File: src/hw/rtl/fpsa_ram.sv
// ----------------------------------------------------------------------------
// fpsa_ram
// Generic single-clock RAM: one write port, one read port, registered read.
// ----------------------------------------------------------------------------
module fpsa_ram #(
  parameter int WIDTH = 8,
  parameter int DEPTH = 16
) (
  input  logic                     clk,
  input  logic                     we,
  input  logic [$clog2(DEPTH)-1:0] waddr,
  input  logic [WIDTH-1:0]         wdata,
  input  logic                     re,
  input  logic [$clog2(DEPTH)-1:0] raddr,
  output logic [WIDTH-1:0]         rdata
);

  logic [WIDTH-1:0] mem [DEPTH];

  // Write port
  always_ff @(posedge clk) begin
    if (we) begin
      mem[waddr] <= wdata;
    end
  end

  // Read port; data holds until the next read
  always_ff @(posedge clk) begin
    if (re) begin
      rdata <= mem[raddr];
    end
  end

endmodule

File: config.mk
export PLATFORM = sky130hd
export DESIGN_NAME = fpsa_ram
export DESIGN_NICKNAME = d
export VERILOG_FILES = /design/src/hw/rtl/fpsa_ram.sv
export SDC_FILE = /design/constraint.sdc
export NUM_CORES = 1
export LEC_CHECK = 0
export BUFFER_PORTS_ARGS = -buffer_cell sky130_fd_sc_hd__buf_2
export CELL_PAD_IN_SITES_DETAIL_PLACEMENT = 2
export CELL_PAD_IN_SITES_GLOBAL_PLACEMENT = 2
export CORE_MARGIN = 5
export CORE_UTILIZATION = 40
export DETAILED_ROUTE_END_ITERATION = 12
export PLACE_DENSITY = 0.7
export SYNTH_ARGS = -nofsm -noshare
export SYNTH_HDL_FRONTEND = slang
export SYNTH_SLANG_ARGS = --single-unit
File: constraint.sdc
create_clock -name clk -period 2.85 [get_ports clk]
set_input_delay 0.1425 -clock clk [delete_from_list [all_inputs] [get_ports clk]]
set_output_delay 0.1425 -clock clk [all_outputs]
set_load 0.05 [all_outputs]
==> flow_metrics.py <==
metrics = {
    "timing": {
        "period_share_pct": 56.2,
        "fin_crit_ns": 1.60,
        "worst_slack_ns": 1.25,
        "finalSetupViolCount": 0,
        "relSlewSlack_pct": 35.6,
        "finalHoldViolCount": 0,
        "finalMaxSlewViolations": 0,
        "rsz0062_at_grt": "no",
        "fmax_mhz": 624,
        "setup_tns_ns": 0,
        "clock_skew_ns": 0.00657,
        "tightest_slew_ns": 0.963,
    },
    "die": {
        "num_rows": 41,
        "die_h_um": 124,
        "start_util_pct": 41.1,
        "dieWidth_um": 124,
        "dieArea_sq_mm": 0.0155,
        "coreArea_sq_mm": 0.0127,
        "io-pin-count": 27,
    },
    "detailed_routing": {
        "ant_nets": 0,
        "via_count": 2451,
        "vias_per_cell": 5.36,
        "drc": 0,
        "wl_per_cell_um": 25.2,
        "dr.pass1.iters": 4,
        "totalWireLength_um": 11500,
        "drtIter0Drc": 197,
    },
    "synthesis": {
        "synth_area_leader_cell": "edfxtp_1",
        "ys_seq_area_share_pct": 78.1,
        "synth.distinct_cells": 18,
        "synth_edf_count": 136,
        "syn_area_sq_mm": 0.00523,
        "yosysWarnings": 0,
        "ys_ff_latch": 136,
        "synth_most_common_cell": "edfxtp_1",
        "synth_top_cells_by_count": "edfxtp_1, mux4_2, a22oi_1, mux4_1, nor2_1",
        "synth.top_cell.area_share_pct": 78.1,
        "synth_ff_type": "edfxtp_1",
        "syn_nets": 248,
        "async_flop_share_pct": 0,
        "yosys-top-cells-area": "edfxtp_1, mux4_2, mux4_1, a22oi_1, nor2_1",
        "synthCells": 229,
        "avgSynthCellArea_sq_um": 22.8,
    },
    "min_path": {
        "hold_path.class": "primary input to flop",
        "hold_path_startpoint": "re",
    },
    "worst_setup_path": {
        "cp_top_family": "multiplexers",
        "max_stage_delay_ns": 0.54,
        "cpMaxStageDelayCell": "mux4_1",
        "crit_path_start_kind": "flop",
        "cp.arrival_ns": 1.76,
        "startpoint": "mem[0][3]$_DFFE_PP_",
        "cp-end-kind": "flop",
        "cp_num_buf_inv": 0,
        "critical_path_class": "flop to flop",
        "reg2reg_from": "mem[0][3]$_DFFE_PP_",
        "crit_fanout": 1,
        "crit_required_ns": 3.00,
        "crit_chain": "mux4_1, a22oi_1, nand2_1",
    },
    "flow_run": {
        "maxCapViolations": 0,
    },
    "power": {
        "pwr-share-comb_pct": 5.5,
        "p_seq_share_pct": 51.4,
        "power.density_mw_per_mm2": 727,
        "p_int_uw": 3520,
        "ir_worst_vdd_mv": 0.393,
        "p_leak_uw": 0.00201,
        "switching_share_pct": 20.2,
        "power_switching_uw": 894,
        "power_frac_clock_pct": 43.2,
    },
    "grt": {
        "antenna_found_initial": 0,
        "use_met2_pct": 26.0,
        "first_global_vias": 2848,
        "grt_pass1_wl_um": 17900,
        "grt_overflow": 0,
        "grt_max_degree": 33,
        "grt_use_total_pct": 16.1,
        "busiest_layer": "met2",
        "met3_usage_pct": 3.39,
        "met1_usage_pct": 21.2,
    },
    "clock_network": {
        "clk_pin_slew_ns": 0.05,
        "cts_setup_buffers": 0,
        "cts_made_buffers": 17,
        "cts_root_buf": "clkbuf_16",
        "clk_path_buf_depth": 2,
        "htree_levels": 4,
        "clock_latency_ns": 0.41,
        "cts_tree": "built",
        "hold_buffers": 0,
        "clock_sinks": 136,
        "ctsResizeCount": 0,
    },
    "placed_design": {
        "io_buffers": 26,
        "gp_routability_congestion": 0.710,
        "hpwl_um": 7740,
        "preCtsSetupSlack_ns": 0.967,
    },
    "cells_and_area": {
        "drive_above_1_share_pct": 26.3,
        "area_delta_synth_final_pct": 16.2,
        "n_antenna_cell": 0,
        "final_nets": 292,
    },
    "status": {
        "outcome": "finished, final reports clean",
    },
}
[cells by family after synthesis]
family,after synthesis,synth area share (%)
multiplexers,32,14.8
AO/OA/AOI/OAI,16,2.30
buffers and inverters,10,1.65
flip-flops,136,78.1
AND/OR/NAND/NOR,35,3.14
[final cells by class]
class                           instances  area (sq um)
Timing Repair Buffer                   35           210
Fill cell                            1169          6650
Sequential cell                       136          4080
Clock inverter                          5          48.8
Clock buffer                           26           459
Multi-Input combinational cell         83          1060
Tap cell                              172           215
[state kept, by name (all words and copies together) (netlist names)]
signal,flops
mem,128
rdata,8
[stage by stage]
stage / cell area [sq um] / total power [uW] / util (%) / hold slack [ns] / instances
global route: 6070 / 4590 / 47.7 / 0.0967 / 457
finish: 6070 / 4420 / 47.7 / 0.117 / 457
floorplan: 5230 / 2450 / - / 0.241 / 229
global placement: 5570 / 2540 / 43.8 / 0.524 / 426
detailed placement: 5570 / 2560 / 43.8 / 0.537 / 426
CTS: 6070 / 4470 / 47.7 / 0.0961 / 457
[worst paths after layout]
path                             end  slack [ns]  cells past startpoint
setup / recovery  rdata[3]$_DFFE_PP_        1.25                      3
hold reg to reg   rdata[7]$_DFFE_PP_        0.75                      3
hold / removal    rdata[7]$_DFFE_PP_        0.12                      1
setup reg to reg  rdata[3]$_DFFE_PP_        1.25                      3
[layout by cell type, fill, tap and decap left out, drive strengths merged]
cell type and instances:
edfxtp 136, nand3 1, a22oi 16, clkbuf 26
buf 35, nand3b 2, and2 1, and2b 1
or3b 1, bufinv 1, clkinv 4, nand2 9
mux4 32, nand2b 2, nor2b 1, nor3 4
nor2 13
[per-layer routing]
| layer | up-vias | share of wire (%) | wire length, um |
|---|---|---|---|
| met5 | - | 0 | 0 |
| met4 | 0 | 1.6 | 185 |
| met3 | 17 | 2.9 | 331 |
| met2 | 67 | 50 | 5760 |
| met1 | 1295 | 46 | 5250 |
| li1 | 1072 | - | - |
[power groups by stage]
stage	clock, uW	sequential [uW]	combinational (uW)
3_3_place_gp	0	2300	233
6_report	1910	2270	241
5_1_grt	2060	2270	259
3_5_place_dp	0	2310	246
4_1_cts	1950	2270	247
2_1_floorplan	0	2340	114
Power figures use the tool's default switching activity.
